--- src/design/knnbc_pkg.sv ---
// Shared types and constants for the two-label nearest-neighbor classifier.
package knnbc_pkg;

    localparam int DIMS_W    = 7;
    localparam int K_W       = 4;
    localparam int DIMS_RESET = 50;
    localparam int K_RESET    = 5;
    localparam int APB_DW     = 32;
    localparam int APB_AW     = 3;

    typedef enum logic [1:0] {
        CMD_CLEAR = 2'd0,
        CMD_TRAIN = 2'd1,
        CMD_QUERY = 2'd2,
        CMD_NONE  = 2'd3
    } cmd_e_t;

    typedef enum logic {
        REG_DIMS = 1'b0,
        REG_K    = 1'b1
    } reg_idx_t;

    typedef enum logic [1:0] {
        ST_IDLE,
        ST_SCAN,
        ST_DRAIN,
        ST_VOTE
    } state_t;

    // Sideband that travels with one feature pair through the distance pipeline.
    typedef struct packed {
        logic first;
        logic last;
        logic label;
    } mac_tag_t;

    // Broadcast to every cell of the neighbor chain.
    typedef struct packed {
        logic insert;
        logic clear;
        logic label;
    } cell_cmd_t;

    // What a cell hands to its right-hand neighbor.
    typedef struct packed {
        logic valid;
        logic label;
        logic beaten;
    } cell_ctl_t;

endpackage

--- src/design/knnbc_cell.sv ---
// One cell of the sorted neighbor chain: holds one distance and label.
module knnbc_cell #(
    parameter int DIST_W = 38
) (
    input  logic                  clk,
    input  logic                  rst_n,
    input  knnbc_pkg::cell_cmd_t  cmd,
    input  logic [DIST_W-1:0]     cand_dist,
    input  logic                  enable,
    input  knnbc_pkg::cell_ctl_t  prev_ctl,
    input  logic [DIST_W-1:0]     prev_dist,
    output knnbc_pkg::cell_ctl_t  ctl_out,
    output logic [DIST_W-1:0]     dist_out
);
    import knnbc_pkg::*;

    logic              valid_reg;
    logic              valid_next;
    logic              label_reg;
    logic [DIST_W-1:0] dist_reg;
    logic              beaten;
    logic              take_cand;
    logic              take_prev;

    // An empty cell counts as infinitely far; an equal distance keeps the older point.
    assign beaten    = !valid_reg || (dist_reg > cand_dist);
    assign take_cand = cmd.insert && enable && beaten && !prev_ctl.beaten;
    assign take_prev = cmd.insert && enable && beaten && prev_ctl.beaten;

    always_comb
    begin
        valid_next = valid_reg;
        if (cmd.clear)
        begin
            valid_next = 1'b0;
        end
        else if (take_cand)
        begin
            valid_next = 1'b1;
        end
        else if (take_prev)
        begin
            valid_next = prev_ctl.valid;
        end
    end

    always_ff @(posedge clk or negedge rst_n)
    begin
        if (!rst_n)
        begin
            valid_reg <= 1'b0;
        end
        else
        begin
            valid_reg <= valid_next;
        end
    end

    always_ff @(posedge clk)
    begin
        if (take_cand)
        begin
            dist_reg  <= cand_dist;
            label_reg <= cmd.label;
        end
        else if (take_prev)
        begin
            dist_reg  <= prev_dist;
            label_reg <= prev_ctl.label;
        end
    end

    assign ctl_out.valid  = valid_reg;
    assign ctl_out.label  = label_reg;
    assign ctl_out.beaten = beaten;
    assign dist_out       = dist_reg;

endmodule

--- config.mk ---
export PLATFORM = sky130hd
export DESIGN_NAME = knnbc_cell
export DESIGN_NICKNAME = d
export VERILOG_FILES = /design/src/design/knnbc_pkg.sv /design/src/design/knnbc_cell.sv
export SDC_FILE = /design/constraint.sdc
export NUM_CORES = 1
export LEC_CHECK = 0
export ABC_AREA = 1
export BUFFER_PORTS_ARGS = -buffer_cell sky130_fd_sc_hd__buf_2
export CAP_MARGIN = 20
export CORE_MARGIN = 5
export CORE_UTILIZATION = 40
export DETAILED_ROUTE_END_ITERATION = 8
export PLACE_DENSITY = 0.76
export RECOVER_POWER = 25
export SLEW_MARGIN = 20
export SYNTH_ARGS = -nofsm -noshare
export SYNTH_HDL_FRONTEND = slang
export SYNTH_SLANG_ARGS = --single-unit
--- constraint.sdc ---
create_clock -name clk -period 4.65 [get_ports clk]
set_input_delay 0 -clock clk [delete_from_list [all_inputs] [get_ports clk]]
set_output_delay 0 -clock clk [all_outputs]
set_load 0.02 [all_outputs]
==> impl_results.md, run 1 <==
- Initial antenna violation count: 0
- Die Area: 0.00923 mm2
- RSZ-0062 raised after global routing: false
- Clock root cell: clkbuf_8
- Status: finished, final reports clean
- CTS tree: done
- Worst path arrival time: 2.91 ns
- I/O Pins: 126
- Antenna diode count: 0
- Post-synthesis sequential area ratio: 40.4%
- Delay-heaviest family, CP: simple AND/OR/NAND/NOR gates
- Clk slew on worst S/H paths: 0.08 ns
- WL met1: 3.52 mm
- Worst slew pin tran: 0.840 ns
- Register area: 0.00120 mm2
- Achievable Freq: 349 MHz
- Std-Cell Core Area: 0.00721 mm2
- Post-route DRC violation count: 0
- Crit path time final: 2.86 ns
- Multi-input gate area: 0.00146 mm2
- Routed Antenna Nets: 0
- Final setup TNS: 0 ns
- Die Ht: 96.1 um
- CP startpoint kind: flip-flop
- DRT iter0 DRCs: 151
- Final core utilization: 57.0%
- CP Cell Sequence: ha_1 > nand2_1 > nor2_2 > nand2_1 > nor2_1 > nand3_1 > nand2_1 > nor2_1 > nand2_1 > nand2_1 > nand2_2 > nand3_2 > nand2_1 > nand2_1
- Max_slew headroom: 43.9%
- Total gr overflow: 0
- # fillers: 707
- CTS sink count: 40
- Unique masters post-synth: 20
- Initial core utilization: 41.1%
- Critical-path top delay cell: nand3_2
- Post-Syn Instances: 374
- Worst skew pair latency: 0.29 ns
- P_leak: 2.17 nW
- Crit Path Max Fanout: 39
- Crit-path max cell delay: 0.63 ns
- Synthesized area per cell: 7.92 um2
- Vias per cell: 4.91
- Met2 wire len: 4.34 mm
- CTS resizes: 0
- Largest net degree at the start of global routing: 42
- DR pass1 iterations: 4
- Layout area overhead: 38.9%
- Final worst-path cycle share: 61.5%
- Fraction of layout cells with a size suffix above 1: 21.0%
- Post-Syn Area: 0.00296 mm2
- Clk buf depth: 2
- Most prevalent standard cell on the critical path: nand2_1
- Max cap viols: 0
- Worst path bufs/invs: 0
- Cts hold-fix bufs: 41
- WL final: 8.63 mm
- Num CTS Buffers: 5
- PwrDens: 225 mW/mm2
- Number of global-route vias before repair: 3136
- Maximum VDD drop: 0.000115 V
- Largest register FFs: 38
- Met3 wire length: 625 um
- CP Depth: 14
- PortBufs: 125
- Top Layer Used: met4
- Crit end category: flip-flop
- Clk_skew: 0.00541 ns
- First-pass GRT wire length: 13.7 mm
- Vias post-DR: 3101
- Syn_nets: 497
- # nets final: 655
- Synthesis-stage register bit count: 40
- Setup violators final: 0
- Crit Path Class: reg2reg
- Synth warn: 0
- H-tree Lvls: 2
- Hold Path Class: in2async
- GP Congestion: 0.729
- Total global-route track usage: 18.8%
- Row count: 31
- Max-slew violation count: 0
- FF-to-FF path depth: 14
- WL/cell: 13.7 um
- Final Hold Fails: 0
- Detailed Place HPWL: 5.95 mm
- Die extent in x: 96.1 um
- Post-CTS setup buffer count: 0
- CP Data Required Time: 4.69 ns
- Pwr Total: 925 uW
-- report_power, final --
group | switching, mW | internal (mW)
Sequential | 0.0108 | 0.421
Clock | 0.127 | 0.119
Combinational | 0.142 | 0.105
-- area by class of cell --
class,count,share of cell area (%)
flip-flops and latches,40,29.1
inverters,57,5.20
well taps,99,3.01
multi-input cells,258,35.5
repair buffers,170,25.0
clock buffers,6,2.01
clock inverters,2,0.243
-- kinds of logic after synthesis --
logic type                 synth area share, %
adders and majority gates                 16.0
DFF                                       40.4
and+or+nand+nor                           29.8
AOI/OAI and AO/OA                         3.04
buffers and inverters                     10.8
-- placed cells by master (no fill, tap or decap), drive strengths merged --
cell type,count
a21o,2
a21oi,14
and3,1
buf,99
clkbuf,36
clkinv,3
dfrtp,1
dlygate4sd3,41
edfxtp,39
ha,38
inv,56
nand2,139
nand3,6
nand4,39
nor2,18
o21ai,1
-- metrics by stage --
| step | hold WS, ns | area (um2) | std cells | setup WS, ns |
|---|---|---|---|---|
| after global routing | 0.0121 | 4110 | 632 | 1.45 |
| after detailed placement | -0.217 | 3650 | 583 | 1.81 |
| after floorplan | -0.296 | 2960 | 374 | 0.809 |
| after CTS | 0.00304 | 4150 | 632 | 1.79 |
| final | 0.0164 | 4110 | 632 | 1.79 |
| after global placement | -0.215 | 3650 | 583 | 1.86 |
-- Yosys cell counts --
cell	number	area, um2
nand2_1	138	518
inv_1	56	210
edfxtp_1	39	1170
nand4_1	39	244
ha_1	38	475
nor2_1	16	60.1
a21oi_1	14	70.1
clkbuf_1	8	30.0
buf_2	6	30.0
nand3_1	5	25.0
buf_4	3	22.5
a21o_1	2	15.0
buf_6	2	22.5
nor2_2	2	12.5
and3_1	1	6.26
clkinv_1	1	3.75
dfrtp_1	1	25.0
nand2_2	1	6.26
nand3_2	1	10.0
o21ai_0	1	5.00
-- path summary, 6_finish.rpt --
path / start / end / slack [ns]
worst max-delay path: dist_out[37] / dist_out[5] / 1.79
worst min-delay path: rst_n / valid_reg / 0.02
worst max register to register: dist_out[37] / dist_out[5] / 1.79
worst min register to register: valid_reg / valid_reg / 0.75
max in group asynchronous: rst_n / valid_reg / 4.53
min in group clk: prev_ctl[2] / valid_reg / 0.04
-- worst reg2reg max path: stages, from the launching register on --
cell and delay [ns]:
edfxtp_1 0.40, ha_1 0.33, nand2_1 0.07, nor2_2 0.09
nand2_1 0.13, nor2_1 0.16, nand3_1 0.09, nand2_1 0.06
nor2_1 0.04, nand2_1 0.06, nand2_1 0.10, nand2_2 0.09
nand3_2 0.63, nand2_1 0.29, nand2_1 0.08
-- per-layer routing --
metal | vias up | GRT usage (%)
met1 | 1410 | 21.1
met5 | - | 0
met4 | 0 | 5.21
met2 | 123 | 35.4
li1 | 1554 | -
met3 | 14 | 4.14
Note: power is estimated with default switching activity, not from simulation.
==> run 2: changes to the inputs <==
- clock period: 4.65 -> 2.8 ns (I/O delays scaled with it)
==> run 2 against run 1 <==
Clock power rose by 52%. Cell area up 0.43%. Clock skew increased by 0.0045 ns. Sequential power grew 66%. Sequential share of layout area shrank 0.12 points. Setup slack got worse by 1.4 ns. Count of clock-buffer cells in the layout rose by 1. Routed wire length decreased by 0.94%. Combinational power grew 67%. Power grew 62%. Non-clock buffer count increased by 4. Largest cell class unchanged. Largest power group unchanged.
==> impl_results.md, run 2 (same netlist as run 1, synthesis figures left out) <==
- RSZ-0062 raised after global routing: false (unchanged)
- Final setup TNS: 0 ns (unchanged)
- Clk buf depth: 2 (unchanged)
- Clk slew on worst S/H paths: 0.08 ns (about the same)
- Met3 wire length: 571 um (was 625 um)
- Commonest cells after routing, fill and taps aside: nand2_1 (138), buf_2 (95), inv_1 (56) (unchanged)
- Clk_skew: 0.00991 ns (was 0.00541 ns)
- WL met1: 3.61 mm (was 3.52 mm)
- Crit Path Max Fanout: 20 (was 39)
- CTS tree: done (unchanged)
- Achievable Freq: 408 MHz
- Final worst-path cycle share: 87.6%
- H-tree Lvls: 2 (unchanged)
- Total global-route track usage: 18.7% (was 18.8%)
- CP startpoint kind: flip-flop (unchanged)
- Die Ht: 96.1 um (unchanged)
- Fraction of layout cells with a size suffix above 1: 21.0% (about the same)
- Row count: 31 (unchanged)
- Setup crit end: ctl_out[0] (was dist_out[5])
- Crit end category: primary output (was flip-flop)
- Vias post-DR: 3004 (was 3101)
- Std-Cell Core Area: 0.00721 mm2 (unchanged)
- Most prevalent standard cell on the critical path: nand2_1 (unchanged)
- Final Hold Fails: 0 (unchanged)
- Critical-path top delay cell: edfxtp_1 (was nand3_2)
- Reg2reg start: dist_out[17] (was dist_out[37])
- Antenna diode count: 0 (unchanged)
- P_leak: 2.18 nW (was 2.17 nW)
- GP Congestion: 0.736 (was 0.729)
- Maximum VDD drop: 0.000197 V (was 0.000115 V)
- DRT iter0 DRCs: 96 (was 151)
- Total gr overflow: 0 (unchanged)
- Crit Path Class: reg2out (was reg2reg)
- CTS sink count: 40 (unchanged)
- Status: finished, final reports clean (unchanged)
- Initial core utilization: 41.1% (unchanged)
- Num CTS Buffers: 5 (unchanged)
- I/O Pins: 126 (unchanged)
- Worst Setup SP: dist_out[17] (was dist_out[37])
- Die Area: 0.00923 mm2 (unchanged)
- Detailed Place HPWL: 6.25 mm (was 5.95 mm)
- WL/cell: 13.4 um (was 13.7 um)
- WL final: 8.55 mm (was 8.63 mm)
- Crit-path max cell delay: 0.41 ns (was 0.63 ns)
- CP Cell Sequence: ha_1 > nand2_1 > nor2_1 > nand2_1 > nor2_1 > nand3_1 > nand2_1 > nor2_1 > nand2_1 > nand2_1 > nand2_2 > buf_4 > buf_2 (was ha_1 > nand2_1 > nor2_2 > nand2_1 > nor2_1 > nand3_1 > nand2_1 > nor2_1 > nand2_1 > nand2_1 > nand2_2 > nand3_2 > nand2_1 > nand2_1)
- Hold Path Class: in2reg (was in2async)
- PortBufs: 125 (unchanged)
- Vias per cell: 4.72 (was 4.91)
- Pwr Total: 1.50 mW (was 925 uW)
- Worst skew pair latency: 0.29 ns (about the same)
- Initial antenna violation count: 0 (unchanged)
- Max_slew headroom: 52.2% (was 43.9%)
- Commonest non-fill, non-tap cell in the layout: nand2_1 (unchanged)
- FF-to-FF path depth: 12 (was 14)
- Top Layer Used: met4 (unchanged)
- Clock root cell: clkbuf_8 (unchanged)
- Post-CTS setup buffer count: 0 (unchanged)
- Largest net degree at the start of global routing: 25 (was 42)
- Largest register FFs: 38 (unchanged)
- # nets final: 659 (was 655)
- R2R Setup Slk: 0.42 ns (was 1.79 ns)
- Setup violators final: 0 (unchanged)
- Die extent in x: 96.1 um (unchanged)
- FF-to-FF End: dist_out[20] (was dist_out[5])
- First-pass GRT wire length: 13.4 mm (was 13.7 mm)
- Post-route DRC violation count: 0 (unchanged)
- Max cap viols: 0 (unchanged)
- Layout area overhead: 39.4% (was 38.9%)
- Crit path time final: 2.45 ns
- CP Data Required Time: 2.80 ns (was 4.69 ns)
- DR pass1 iterations: 6 (was 4)
- Met2 wire len: 4.24 mm (was 4.34 mm)
- Number of global-route vias before repair: 2999 (was 3136)
- Worst slew pin tran: 0.716 ns (was 0.840 ns)
- Max-slew violation count: 0 (unchanged)
- PwrDens: 364 mW/mm2 (was 225 mW/mm2)
- Routed Antenna Nets: 0 (unchanged)
- Worst path arrival time: 2.45 ns (was 2.91 ns)
run 2: repair_timing:
action                    4_1_cts  5_1_grt
hold endpoints to repair       41        0
resized for setup               0        0
hold buffers                   41        0
run 2: area by class of cell:
type	count	area, um2
clock inverters	1	3.75
well taps	99	124
repair buffers	174	1060
multi-input cells	258	1460
flip-flops and latches	40	1200
clock buffers	7	76.3
inverters	57	214
fillers	671	3080
run 2: per-stage QoR:
stage	util, %	hold WS, ns	cells	cell area [um2]	setup slack, ns
after detailed placement	51.0	-0.216	587	3680	0.456
after global placement	51.0	-0.215	587	3680	0.491
after CTS	57.8	0.0102	636	4170	0.361
final	57.3	0.0206	636	4130	0.346
after floorplan	-	-0.296	374	2970	0.194
after global routing	57.3	0.0240	636	4130	0.160
run 2: report_power, final:
group	internal [mW]	switching (mW)	total [mW]
Sequential	0.699	0.0181	0.717
Clock	0.174	0.199	0.373
Combinational	0.177	0.235	0.412
Total	1.05	0.453	1.50
run 2: worst min path at each step:
stage	depth (start not counted)	from	endpoint
finish	5	prev_ctl[2]	valid_reg
CTS	5	prev_ctl[2]	valid_reg
floorplan	0	rst_n	valid_reg
global placement	1	rst_n	valid_reg
detailed placement	1	rst_n	valid_reg
global route	2	rst_n	valid_reg
run 2: worst max-delay path, delay by kind of cell (launching register included):
kind          cells  cell delay (ns)
buf+inv           2             0.49
simple gates     10             0.95
flops             1             0.41
fa+ha+maj         1             0.31
run 2: per-layer routing:
metal / track usage (%) / up-vias
met3: 3.99 / 14
met2: 34.1 / 94
met1: 21.9 / 1341
met4: 4.86 / 0
met5: 0 / -
li1: - / 1555
