### src/design/knnbc_pkg.sv
// Shared types and constants for the two-label nearest-neighbor classifier.
package knnbc_pkg;

    localparam int DIMS_W    = 7;
    localparam int K_W       = 4;
    localparam int DIMS_RESET = 50;
    localparam int K_RESET    = 5;
    localparam int APB_DW     = 32;
    localparam int APB_AW     = 3;

    typedef enum logic [1:0] {
        CMD_CLEAR = 2'd0,
        CMD_TRAIN = 2'd1,
        CMD_QUERY = 2'd2,
        CMD_NONE  = 2'd3
    } cmd_e_t;

    typedef enum logic {
        REG_DIMS = 1'b0,
        REG_K    = 1'b1
    } reg_idx_t;

    typedef enum logic [1:0] {
        ST_IDLE,
        ST_SCAN,
        ST_DRAIN,
        ST_VOTE
    } state_t;

    // Sideband that travels with one feature pair through the distance pipeline.
    typedef struct packed {
        logic first;
        logic last;
        logic label;
    } mac_tag_t;

    // Broadcast to every cell of the neighbor chain.
    typedef struct packed {
        logic insert;
        logic clear;
        logic label;
    } cell_cmd_t;

    // What a cell hands to its right-hand neighbor.
    typedef struct packed {
        logic valid;
        logic label;
        logic beaten;
    } cell_ctl_t;

endpackage

### src/design/knnbc_mac.sv
// Distance pipeline: absolute difference, square, and per-point accumulation.
module knnbc_mac #(
    parameter int FEATURE_BITS = 16,
    parameter int DIST_W       = 38
) (
    input  logic                        clk,
    input  logic                        rst_n,
    input  logic                        in_valid,
    input  knnbc_pkg::mac_tag_t         in_tag,
    input  logic [FEATURE_BITS-1:0]     train_feat,
    input  logic [FEATURE_BITS-1:0]     query_feat,
    output logic                        cand_valid,
    output logic                        cand_label,
    output logic [DIST_W-1:0]           cand_dist,
    output logic                        pending
);
    import knnbc_pkg::*;

    logic                      valid_a_reg;
    mac_tag_t                  tag_a_reg;
    logic [FEATURE_BITS-1:0]   diff_a_reg;
    logic                      valid_b_reg;
    mac_tag_t                  tag_b_reg;
    logic [2*FEATURE_BITS-1:0] sq_b_reg;
    logic [DIST_W-1:0]         acc_reg;
    logic [DIST_W-1:0]         acc_next;
    logic                      cand_valid_reg;
    logic                      cand_label_reg;
    logic [DIST_W-1:0]         cand_dist_reg;
    logic [FEATURE_BITS-1:0]   diff_next;

    assign diff_next = (query_feat >= train_feat) ? (query_feat - train_feat)
                                                  : (train_feat - query_feat);

    // The first dimension of a point restarts the sum.
    assign acc_next = tag_b_reg.first ? DIST_W'(sq_b_reg) : (acc_reg + DIST_W'(sq_b_reg));

    always_ff @(posedge clk or negedge rst_n)
    begin
        if (!rst_n)
        begin
            valid_a_reg    <= 1'b0;
            valid_b_reg    <= 1'b0;
            cand_valid_reg <= 1'b0;
        end
        else
        begin
            valid_a_reg    <= in_valid;
            valid_b_reg    <= valid_a_reg;
            cand_valid_reg <= valid_b_reg && tag_b_reg.last;
        end
    end

    always_ff @(posedge clk)
    begin
        tag_a_reg  <= in_tag;
        diff_a_reg <= diff_next;
        tag_b_reg  <= tag_a_reg;
        sq_b_reg   <= diff_a_reg * diff_a_reg;
        if (valid_b_reg)
        begin
            acc_reg <= acc_next;
            if (tag_b_reg.last)
            begin
                cand_dist_reg  <= acc_next;
                cand_label_reg <= tag_b_reg.label;
            end
        end
    end

    assign cand_valid = cand_valid_reg;
    assign cand_label = cand_label_reg;
    assign cand_dist  = cand_dist_reg;
    assign pending    = valid_a_reg || valid_b_reg || cand_valid_reg;

endmodule

### config.mk
export PLATFORM = sky130hd
export DESIGN_NAME = knnbc_mac
export DESIGN_NICKNAME = d
export VERILOG_FILES = /design/src/design/knnbc_pkg.sv /design/src/design/knnbc_mac.sv
export SDC_FILE = /design/constraint.sdc
export NUM_CORES = 1
export LEC_CHECK = 0
export BUFFER_PORTS_ARGS = -buffer_cell sky130_fd_sc_hd__buf_2
export CAP_MARGIN = 20
export CELL_PAD_IN_SITES_DETAIL_PLACEMENT = 0
export CELL_PAD_IN_SITES_GLOBAL_PLACEMENT = 1
export CORE_ASPECT_RATIO = 0.9
export CORE_MARGIN = 5
export CORE_UTILIZATION = 54
export CTS_CLUSTER_DIAMETER = 50
export CTS_CLUSTER_SIZE = 28
export DETAILED_ROUTE_END_ITERATION = 6
export PLACE_DENSITY = 0.92
export SYNTH_ARGS = -nofsm -noshare
export SYNTH_HDL_FRONTEND = slang
export SYNTH_SLANG_ARGS = --single-unit
### constraint.sdc
create_clock -name clk -period 10.05 [get_ports clk]
set_input_delay 1.005 -clock clk [delete_from_list [all_inputs] [get_ports clk]]
set_output_delay 1.005 -clock clk [all_outputs]
set_load 0.005 [all_outputs]
==> out/summary.txt, run 1 <==
Boundary pin count - 79
Max_slew headroom - 0.4043
Vias per Instance - 5.325
# setup viols final - 0
Synth unique cells - 66
Commonest cells in the netlist - inv_1, ha_1, fa_1
Critical path's top delay family - adder cells
Initial DRC count - 712
CTS H-tree lvls - 4
Post-CTS setup buffer count - 0
CP Class - reg -> reg
Kind of start point of the critical path - flip-flop
Vias in the first global route - 10,630
Dpl cells - 1,913
Chip height - 164.8 um
I/O Buffers - 78
Hold Path Class - reg -> reg
Syn Inst Count - 1,527
CTS tree - done
Endpoint class of the critical path - flip-flop
Syn_area_per_cell - 9.418 um^2
Clock Latency Late Sink - 0.43 ns
Synth warn - 0
First-pass GRT wire length - 51,700 um
Die width - 182.0 um
Top-count cell post-synth - inv_1
Clock skew - 0.01640 ns
Worst Path Max Fanout - 14
Critical Path Max Stage Delay - 0.65 ns
Layout cell share with drive strength beyond 1 - 0.08271
Detailed placement HPWL - 24,330 um
Critical-path top delay cell - dfxtp_1
Largest cells by area after synthesis - fa_1, edfxtp_1, ha_1, inv_1, dfxtp_1
Hold Buf Count CTS - 0
Buffers & Inverters on Critical Path - 4
NumNets Final - 1,952
CP arrival - 6.76 ns
Most Frequent Cell on Critical Path - fa_1
Core Rows - 56
DRC Markers - 0
Placed cell area - 15,050 um^2
Synth top area share - 0.2283
Outcome - finished clean
# clock sinks - 133
All-Layer GR Usage - 0.2097
Period Utilization, post-route - 0.6410
Syn nets - 1,895
Worst endpoint required time - 10.36 ns
Routability cong. - 0.8961
Final std cells w/o fill - 1,944
Fmax - 155.2 MHz
Fin. max-slew vios - 0
Total CTS buffers - 17
Main flop type after synthesis - edfxtp_1
Clock transition at path regs - 0.06 ns
#FFs+latches synth - 133
CTS resizes - 0
Leading area contributor after synthesis - fa_1
Grt ovf - 0
Final Critical Period - 6.443 ns
Antenna cell count - 0
Core Region - 26,140 um^2
Post-synth EDFFs - 77
Ys async rst share - 0.02256
Setup TNS - 0 ns
Fin Hold WS - 0.3259 ns
Vias - 10,350
Largest net degree at the start of global routing - 71
Antenna Nets Post-Route - 0
Die area - 30,000 um^2
Clock Path Buffers - 2
Syn-to-layout area delta - 8.656%
Worst-Margin Slew - 0.8935 ns
Final instance area - 15,630 um^2
Max-Cap Viols - 0
Initial antenna violation count - 0
DR pass1 iterations - 5
Initial core utilization - 0.5503
Routed WL - 30,250 um
Final Hold Viols - 0
Post-Syn Area - 14,380 um^2
CTS Root Cell - clkbuf_16
CP cell instances - inv_1 > nor2_1 > ha_1 > xor2_1 > fa_1 > inv_1 > fa_1 > fa_1 > fa_1 > inv_1 > fa_1 > inv_1 > ha_1 > a211oi_1 > nand2_1 > o22ai_1 > a21oi_1 > a22oi_2 > o211a_1 > o21ai_1 > a21oi_1 > xnor2_1
RSZ-0062 raised after global routing - no
Wire length per cell - 15.56 um
Sequential area share after synthesis - 0.2398
[kinds of logic (layout without fill, tap and decap cells)]
group,after synthesis,in the layout,synth area share
buffers and inverters,348,417,0.09213
and+or+nand+nor,348,348,0.1157
adders and majority gates,330,330,0.3727
AOI/OAI and AO/OA,278,278,0.1240
muxes,8,8,0.005742
DFF,133,133,0.2398
xor gates and xnor gates,82,82,0.04994
[path summary, 6_finish.rpt]
kind                           startpoint      endpoint  slack (ns)  cells after the start
max                        diff_a_reg[13]  sq_b_reg[31]        3.61                     22
min                          tag_a_reg[0]  tag_b_reg[0]        0.33                      0
max reg2reg                diff_a_reg[13]  sq_b_reg[31]        3.61                     22
min reg2reg                  tag_a_reg[0]  tag_b_reg[0]        0.33                      0
max in group asynchronous           rst_n   valid_a_reg        9.57                      1
min in group asynchronous           rst_n   valid_b_reg        0.37                      1
[area by class of cell]
type / count / area (um^2)
Clock inverter: 13 / 148.9
Sequential cell: 133 / 3450
Inverter: 306 / 1149
Clock buffer: 18 / 429.2
Fill cell: 2260 / 10510
Timing Repair Buffer: 80 / 405.4
Tap cell: 348 / 435.4
Multi-Input combinational cell: 1046 / 9609
[placed cells by master, fill, tap and decap left out, types with 3 or more instances in the layout]
cell / count
a21oi_1: 80
o21a_1: 6
fa_1: 164
and2_1: 38
a41oi_1: 3
o211ai_1: 5
o21bai_1: 13
nor3_1: 11
ha_1: 166
o21ai_1: 19
nand3_1: 15
inv_1: 306
dfxtp_1: 52
nor2b_1: 20
a21o_1: 40
nand4_1: 9
or2_2: 4
a31oi_1: 9
edfxtp_1: 77
nor2_1: 63
xor2_1: 33
a211oi_1: 15
clkbuf_16: 17
buf_2: 78
clkinv_4: 3
mux2i_1: 6
nand2_1: 141
or3_1: 4
o21ai_0: 50
dfrtp_1: 3
nand2b_1: 15
xnor2_1: 49
inv_6: 4
o31ai_1: 5
and3_1: 15
[stage by stage]
step	utilization	setup WS (ns)
finish	0.5979	3.607
global route	0.5979	3.199
CTS	0.5979	3.638
detailed placement	0.5758	3.692
global placement	0.5758	3.862
floorplan	-	4.177
[layer usage]
layer | up-vias | global-route usage | wire [um]
met5 | - | 0 | 0
met4 | 0 | 0.04366 | 476
met3 | 34 | 0.03722 | 1794
met2 | 285 | 0.3507 | 14010
met1 | 4952 | 0.2895 | 13970
li1 | 5080 | - | -
Power of run 1 is left out: the tool's default activity adds up to more than one toggle a clock period on the data nets, which glitch-free logic cannot reach.
==> run 2: changes to the inputs <==
--- a/config.mk
+++ b/config.mk
@@ -11,11 +11,11 @@
 export CELL_PAD_IN_SITES_GLOBAL_PLACEMENT = 1
 export CORE_ASPECT_RATIO = 0.9
 export CORE_MARGIN = 5
-export CORE_UTILIZATION = 54
+export CORE_UTILIZATION = 50
 export CTS_CLUSTER_DIAMETER = 50
 export CTS_CLUSTER_SIZE = 28
 export DETAILED_ROUTE_END_ITERATION = 6
-export PLACE_DENSITY = 0.92
+export PLACE_DENSITY = 0.86
 export SYNTH_ARGS = -nofsm -noshare
 export SYNTH_HDL_FRONTEND = slang
 export SYNTH_SLANG_ARGS = --single-unit
==> constraint.sdc (replaced) <==
create_clock -name clk -period 6.5 [get_ports clk]
set_input_delay 0.65 -clock clk [delete_from_list [all_inputs] [get_ports clk]]
set_output_delay 0.65 -clock clk [all_outputs]
set_load 0.005 [all_outputs]
==> run 2 against run 1 <==
Compared with the run above:
- hold slack better by 0.00056 ns
- non-clock buffer count up 15
- flip-flop and latch count unchanged
- final cell count up 1.4%
- die area up 7.5%
- fmax up 4.6%
- largest cell class unchanged
- highest routed layer unchanged
==> out/summary.txt, run 2 (synthesis results as in run 1) <==
Initial DRC count - 512 (-28%)
Final Critical Period - 6.161 ns (-0.2814 ns)
Buffers & Inverters on Critical Path - 6 (+2)
Vias - 10,340 (-0.14%)
Hold Path Origin - tag_a_reg[1]
Syn-to-layout area delta - 9.709%
Final std cells w/o fill - 1,972 (+1.4%)
Chip height - 170.9 um (+3.7%)
I/O Buffers - 78 (unchanged)
Antenna cell count - 0 (unchanged)
RSZ-0062 raised after global routing - no
Clock skew - 0.01091 ns (-0.005488 ns)
Die width - 188.8 um (+3.7%)
Total CTS buffers - 17 (unchanged)
Vias per Instance - 5.241 (-1.6%)
All-Layer GR Usage - 0.1937 (-0.01600)
Core Rows - 58 (+3.6%)
# setup viols final - 0 (unchanged)
Hold Path Class - reg -> reg
Period Utilization, post-route - 0.9479 (+0.3068)
Setup TNS - 0 ns (unchanged)
Critical Path Max Stage Delay - 0.56 ns (-0.09 ns)
Worst Path Max Fanout - 11 (-3)
Reg-to-Reg Start - diff_a_reg[5]
Antenna Nets Post-Route - 0 (unchanged)
Final Hold Viols - 0 (unchanged)
Grt ovf - 0 (unchanged)
Fin Hold WS - 0.3265 ns (+0.0005590 ns)
CP cell instances - and2_1 > inv_1 > fa_1 > inv_1 > fa_1 > inv_1 > fa_1 > inv_1 > fa_1 > fa_1 > inv_1 > fa_1 > inv_1 > ha_1 > and2_1 > and3_1 > a22oi_1 > a31oi_1 > o21ai_2 > a41oi_2 > or4b_1 > nand4_1
Clock Latency Late Sink - 0.42 ns (about the same)
Final instance area - 15,780 um^2 (+0.97%)
Kind of start point of the critical path - flip-flop
Worst endpoint required time - 6.85 ns (-3.51 ns)
Largest net degree at the start of global routing - 71 (unchanged)
Clock transition at path regs - 0.07 ns (about the same)
DRC Markers - 0 (unchanged)
Routability cong. - 0.8950 (-0.12%)
Initial core utilization - 0.5108 (-0.03951)
Post-CTS setup buffer count - 0 (unchanged)
Wire length per cell - 15.03 um (-3.4%)
Detailed placement HPWL - 24,380 um (+0.22%)
Layout cell share with drive strength beyond 1 - 0.09615 (+0.01345)
Placed cell area - 15,170 um^2 (+0.80%)
Clock Path Buffers - 2 (unchanged)
Critical-path top delay cell - dfxtp_1
Initial antenna violation count - 0 (unchanged)
Routed WL - 29,630 um (-2.0%)
First-pass GRT wire length - 51,800 um (+0.19%)
CTS H-tree lvls - 4 (unchanged)
Fmax - 162.3 MHz (+4.6%)
Critical path's top delay family - adder cells
Endpoint class of the critical path - flip-flop
Most frequent cells in the layout - inv_1, ha_1, fa_1
CTS tree - done
CP Class - reg -> reg
Crit path launch - diff_a_reg[5]
Max-Cap Viols - 0 (unchanged)
Worst-Margin Slew - 0.9248 ns (+0.03125 ns)
# clock sinks - 133 (unchanged)
DR pass1 iterations - 5 (unchanged)
CP arrival - 6.51 ns (-0.25 ns)
Dpl cells - 1,939 (+1.4%)
Boundary pin count - 79 (unchanged)
Vias in the first global route - 10,680 (+0.39%)
CTS Root Cell - clkbuf_16
Most common cell after layout, fill and taps aside - inv_1
Die area - 32,260 um^2 (+7.5%)
Fin. max-slew vios - 0 (unchanged)
Core Region - 28,160 um^2 (+7.7%)
Outcome - finished clean
NumNets Final - 1,967 (+0.77%)
Max_slew headroom - 0.3835 (-0.02083)
run 2: cell types whose count changed in the layout (fill, tap and decap cells not counted):
cell           change
dlygate4sd3_1      +1
clkinv_1           -1
buf_4             +14
dfxtp_2            +5
bufinv_16          -1
clkbuf_1           -1
clkinvlp_4         +1
a21oi_2            +1
inv_8              +3
a21oi_1            -1
clkinv_4           -1
dfxtp_1            -5
clkinv_8           +1
run 2: metal layers:
layer | wire [um] | share of wire | vias up | track usage
met5 | 0 | 0 | - | 0
met4 | 354 | 0.012 | 0 | 0.03896
met2 | 13450 | 0.45 | 244 | 0.3189
met1 | 14430 | 0.49 | 4956 | 0.2766
li1 | - | - | 5103 | -
met3 | 1394 | 0.047 | 33 | 0.02917
run 2: worst register-to-register path, cell delays in order, from the launching register on:
cell	delay, ns
dfxtp_1	0.56
and2_1	0.23
inv_1	0.07
fa_1	0.48
inv_1	0.06
fa_1	0.51
inv_1	0.06
fa_1	0.53
inv_1	0.05
fa_1	0.45
fa_1	0.48
inv_1	0.05
fa_1	0.47
inv_1	0.04
ha_1	0.34
and2_1	0.18
and3_1	0.19
a22oi_1	0.19
a31oi_1	0.18
o21ai_2	0.18
a41oi_2	0.19
or4b_1	0.52
nand4_1	0.11
run 2: repair_timing:
action                                  in CTS  in global routing
endpoints found under the setup margin       0                  4
hold buffers                                 0                  1
gates resized for setup                      0                  6
hold endpoints to repair                     0                  3
run 2: metrics by stage:
| stage | util | setup WS (ns) |
|---|---|---|
| after floorplan | - | 0.6268 |
| after global placement | 0.5387 | 0.3928 |
| after detailed placement | 0.5387 | 0.2890 |
| after CTS | 0.5596 | 0.2664 |
| after global routing | 0.5603 | 0.03921 |
| final | 0.5603 | 0.3389 |
run 2: cell type report:
class | count | area, um^2
Multi-Input combinational cell | 1046 | 9613
Inverter | 306 | 1149
Fill cell | 2527 | 12380
Clock inverter | 15 | 163.9
Clock buffer | 17 | 425.4
Sequential cell | 133 | 3456
Tap cell | 360 | 450.4
Timing Repair Buffer | 95 | 520.5
run 2: worst paths after layout:
kind | end | slack (ns) | cells past startpoint
max reg2reg | sq_b_reg[28] | 0.34 | 22
min | tag_b_reg[1] | 0.33 | 0
max in group asynchronous | valid_b_reg | 5.84 | 2
min in group asynchronous | cand_valid | 0.56 | 2
min reg2reg | tag_b_reg[1] | 0.33 | 0
max | sq_b_reg[28] | 0.34 | 22
Power of run 2 is left out for the same reason.
==> run 3: changes to the inputs <==
--- a/config.mk
+++ b/config.mk
@@ -15,6 +15,7 @@
 export CTS_CLUSTER_DIAMETER = 50
 export CTS_CLUSTER_SIZE = 28
 export DETAILED_ROUTE_END_ITERATION = 6
+export MAX_ROUTING_LAYER = met4
 export PLACE_DENSITY = 0.86
 export SYNTH_ARGS = -nofsm -noshare
 export SYNTH_HDL_FRONTEND = slang
==> run 3 against run 2 <==
Compared with the run above:
- routed wire length increased by 0.71%
- critical path depth stayed put
- core utilization increased by 0.32 points
- final area is 0.57% higher
- global-route usage increased by 0.61 points
- setup slack better by 0.023 ns
- first-iteration DRC count down 8.6%
- sequential share of layout area shrank 0.12 points
==> out/summary.txt, run 3 (synthesis results as in run 1) <==
Outcome - finished clean
Worst-Margin Slew - 0.9159 ns (-0.008849 ns)
Kind of start point of the critical path - flip-flop
Max_slew headroom - 0.3894 (+0.005899)
Boundary pin count - 79 (unchanged)
Worst Path Max Fanout - 16 (+5)
Vias in the first global route - 10,620 (-0.53%)
Vias per Instance - 5.173 (-1.3%)
NumNets Final - 1,969 (+0.10%)
Clock Latency Late Sink - 0.43 ns (about the same)
Die width - 188.8 um (unchanged)
Period Utilization, post-route - 0.9443 (-0.003576)
Fin. max-slew vios - 0 (unchanged)
Fmax - 162.9 MHz (+0.38%)
Multi-input logic area - 9622 um^2 (about the same)
R2r setup slk - 0.36 ns (+0.02 ns)
Core Region - 28,160 um^2 (unchanged)
Hold Path Class - in -> async
Clock Path Buffers - 2 (unchanged)
Initial core utilization - 0.5108 (unchanged)
Reg-to-Reg Start - diff_a_reg[2]
DRC Markers - 0 (unchanged)
Core Rows - 58 (unchanged)
Antenna Nets Post-Route - 0 (unchanged)
FILL cells - 2,503 (-0.95%)
RSZ-0062 raised after global routing - no
Initial DRC count - 468 (-8.6%)
CTS Root Cell - clkbuf_16
Clock transition at path regs - 0.06 ns (about the same)
Max-Cap Viols - 0 (unchanged)
Clock skew - 0.01535 ns (+0.004441 ns)
Grt ovf - 0 (unchanged)
DR pass1 iterations - 5 (unchanged)
Most common cell after layout, fill and taps aside - inv_1
Endpoint class of the critical path - flip-flop
Die area - 32,260 um^2 (unchanged)
Final Hold Viols - 0 (unchanged)
All-Layer GR Usage - 0.1998 (+0.006094)
Total CTS buffers - 17 (unchanged)
Register area - 3456 um^2 (unchanged)
Vias - 10,210 (-1.2%)
Routed WL - 29,840 um (+0.71%)
Wire length per cell - 15.12 um (+0.61%)
# setup viols final - 0 (unchanged)
Setup TNS - 0 ns (unchanged)
Initial antenna violation count - 0 (unchanged)
First-pass GRT wire length - 51,580 um (-0.41%)
Worst endpoint required time - 6.85 ns (about the same)
Largest net degree at the start of global routing - 71 (unchanged)
Syn-to-layout area delta - 10.34%
# clock sinks - 133 (unchanged)
Chip height - 170.9 um (unchanged)
CTS tree - done
Final Critical Period - 6.138 ns (-0.02324 ns)
Worst Reg2Reg Path Length in Cells - 22 (unchanged)
CP Class - reg -> reg
CTS H-tree lvls - 4 (unchanged)
I/O Buffers - 78 (unchanged)
Antenna cell count - 0 (unchanged)
Hold Buf Count CTS - 0 (unchanged)
Detailed placement HPWL - 24,630 um (+1.0%)
Layout cell share with drive strength beyond 1 - 0.09913 (+0.002979)
R2R Path End - sq_b_reg[28]
CP arrival - 6.49 ns (-0.02 ns)
Most frequent cells in the layout - inv_1, ha_1, fa_1
Routability cong. - 0.8943 (about the same)
-- run 3: layout make-up --
| class | instances | share of cell area |
|---|---|---|
| multi-input cells | 1046 | 0.6064 |
| flip-flops and latches | 133 | 0.2178 |
| inverters | 306 | 0.07239 |
| repair buffers | 97 | 0.03359 |
| well taps | 360 | 0.02839 |
| clock buffers | 17 | 0.02681 |
| clock inverters | 15 | 0.01467 |
-- run 3: critical path, stage by stage (launching register included) --
cell and delay, ns:
dfxtp_2 0.41, and2_1 0.23, fa_1 0.52, inv_1 0.06, fa_1 0.53, inv_1 0.05
fa_1 0.49, inv_1 0.07, fa_1 0.53, inv_1 0.05, fa_1 0.47, inv_1 0.05
fa_1 0.52, inv_1 0.04, ha_1 0.35, a21oi_1 0.15, o21ai_0 0.14, a22oi_1 0.24
a31oi_2 0.17, o21ai_2 0.18, a41oi_2 0.20, or4b_1 0.51, nand4_1 0.11
-- run 3: per-layer routing --
layer,part of all wire,GRT usage
met1,0.49,0.2747
met2,0.45,0.3164
met3,0.046,0.02897
met4,0.015,0.04973
met5,0,-
-- run 3: per-stage QoR --
stage               std cells  worst slack, ns    util  hold slack [ns]  area, um^2
floorplan                1527           0.6268       -           0.3096       14380
global placement         1942           0.4030  0.5395           0.3106       15190
detailed placement       1942           0.1971  0.5395           0.3121       15190
CTS                      1974           0.1953  0.5629         0.002662       15850
global route             1974          0.01211  0.5635         0.004432       15870
finish                   1974           0.3621  0.5635          0.01663       15870
-- run 3: how the worst max path moves through the flow --
stage                  start           end
6_report       diff_a_reg[2]  sq_b_reg[28]
2_1_floorplan  diff_a_reg[4]  sq_b_reg[28]
3_3_place_gp   diff_a_reg[2]  sq_b_reg[29]
4_1_cts        diff_a_reg[8]  sq_b_reg[28]
3_5_place_dp   diff_a_reg[8]  sq_b_reg[29]
5_1_grt        diff_a_reg[9]  sq_b_reg[28]
-- run 3: repair_timing --
| item | 4_1_cts | 5_1_grt |
|---|---|---|
| endpoints found under the setup margin | 0 | 6 |
| resized for setup | 0 | 8 |
| setup buffers | 0 | 0 |
Power of run 3 is left out for the same reason.
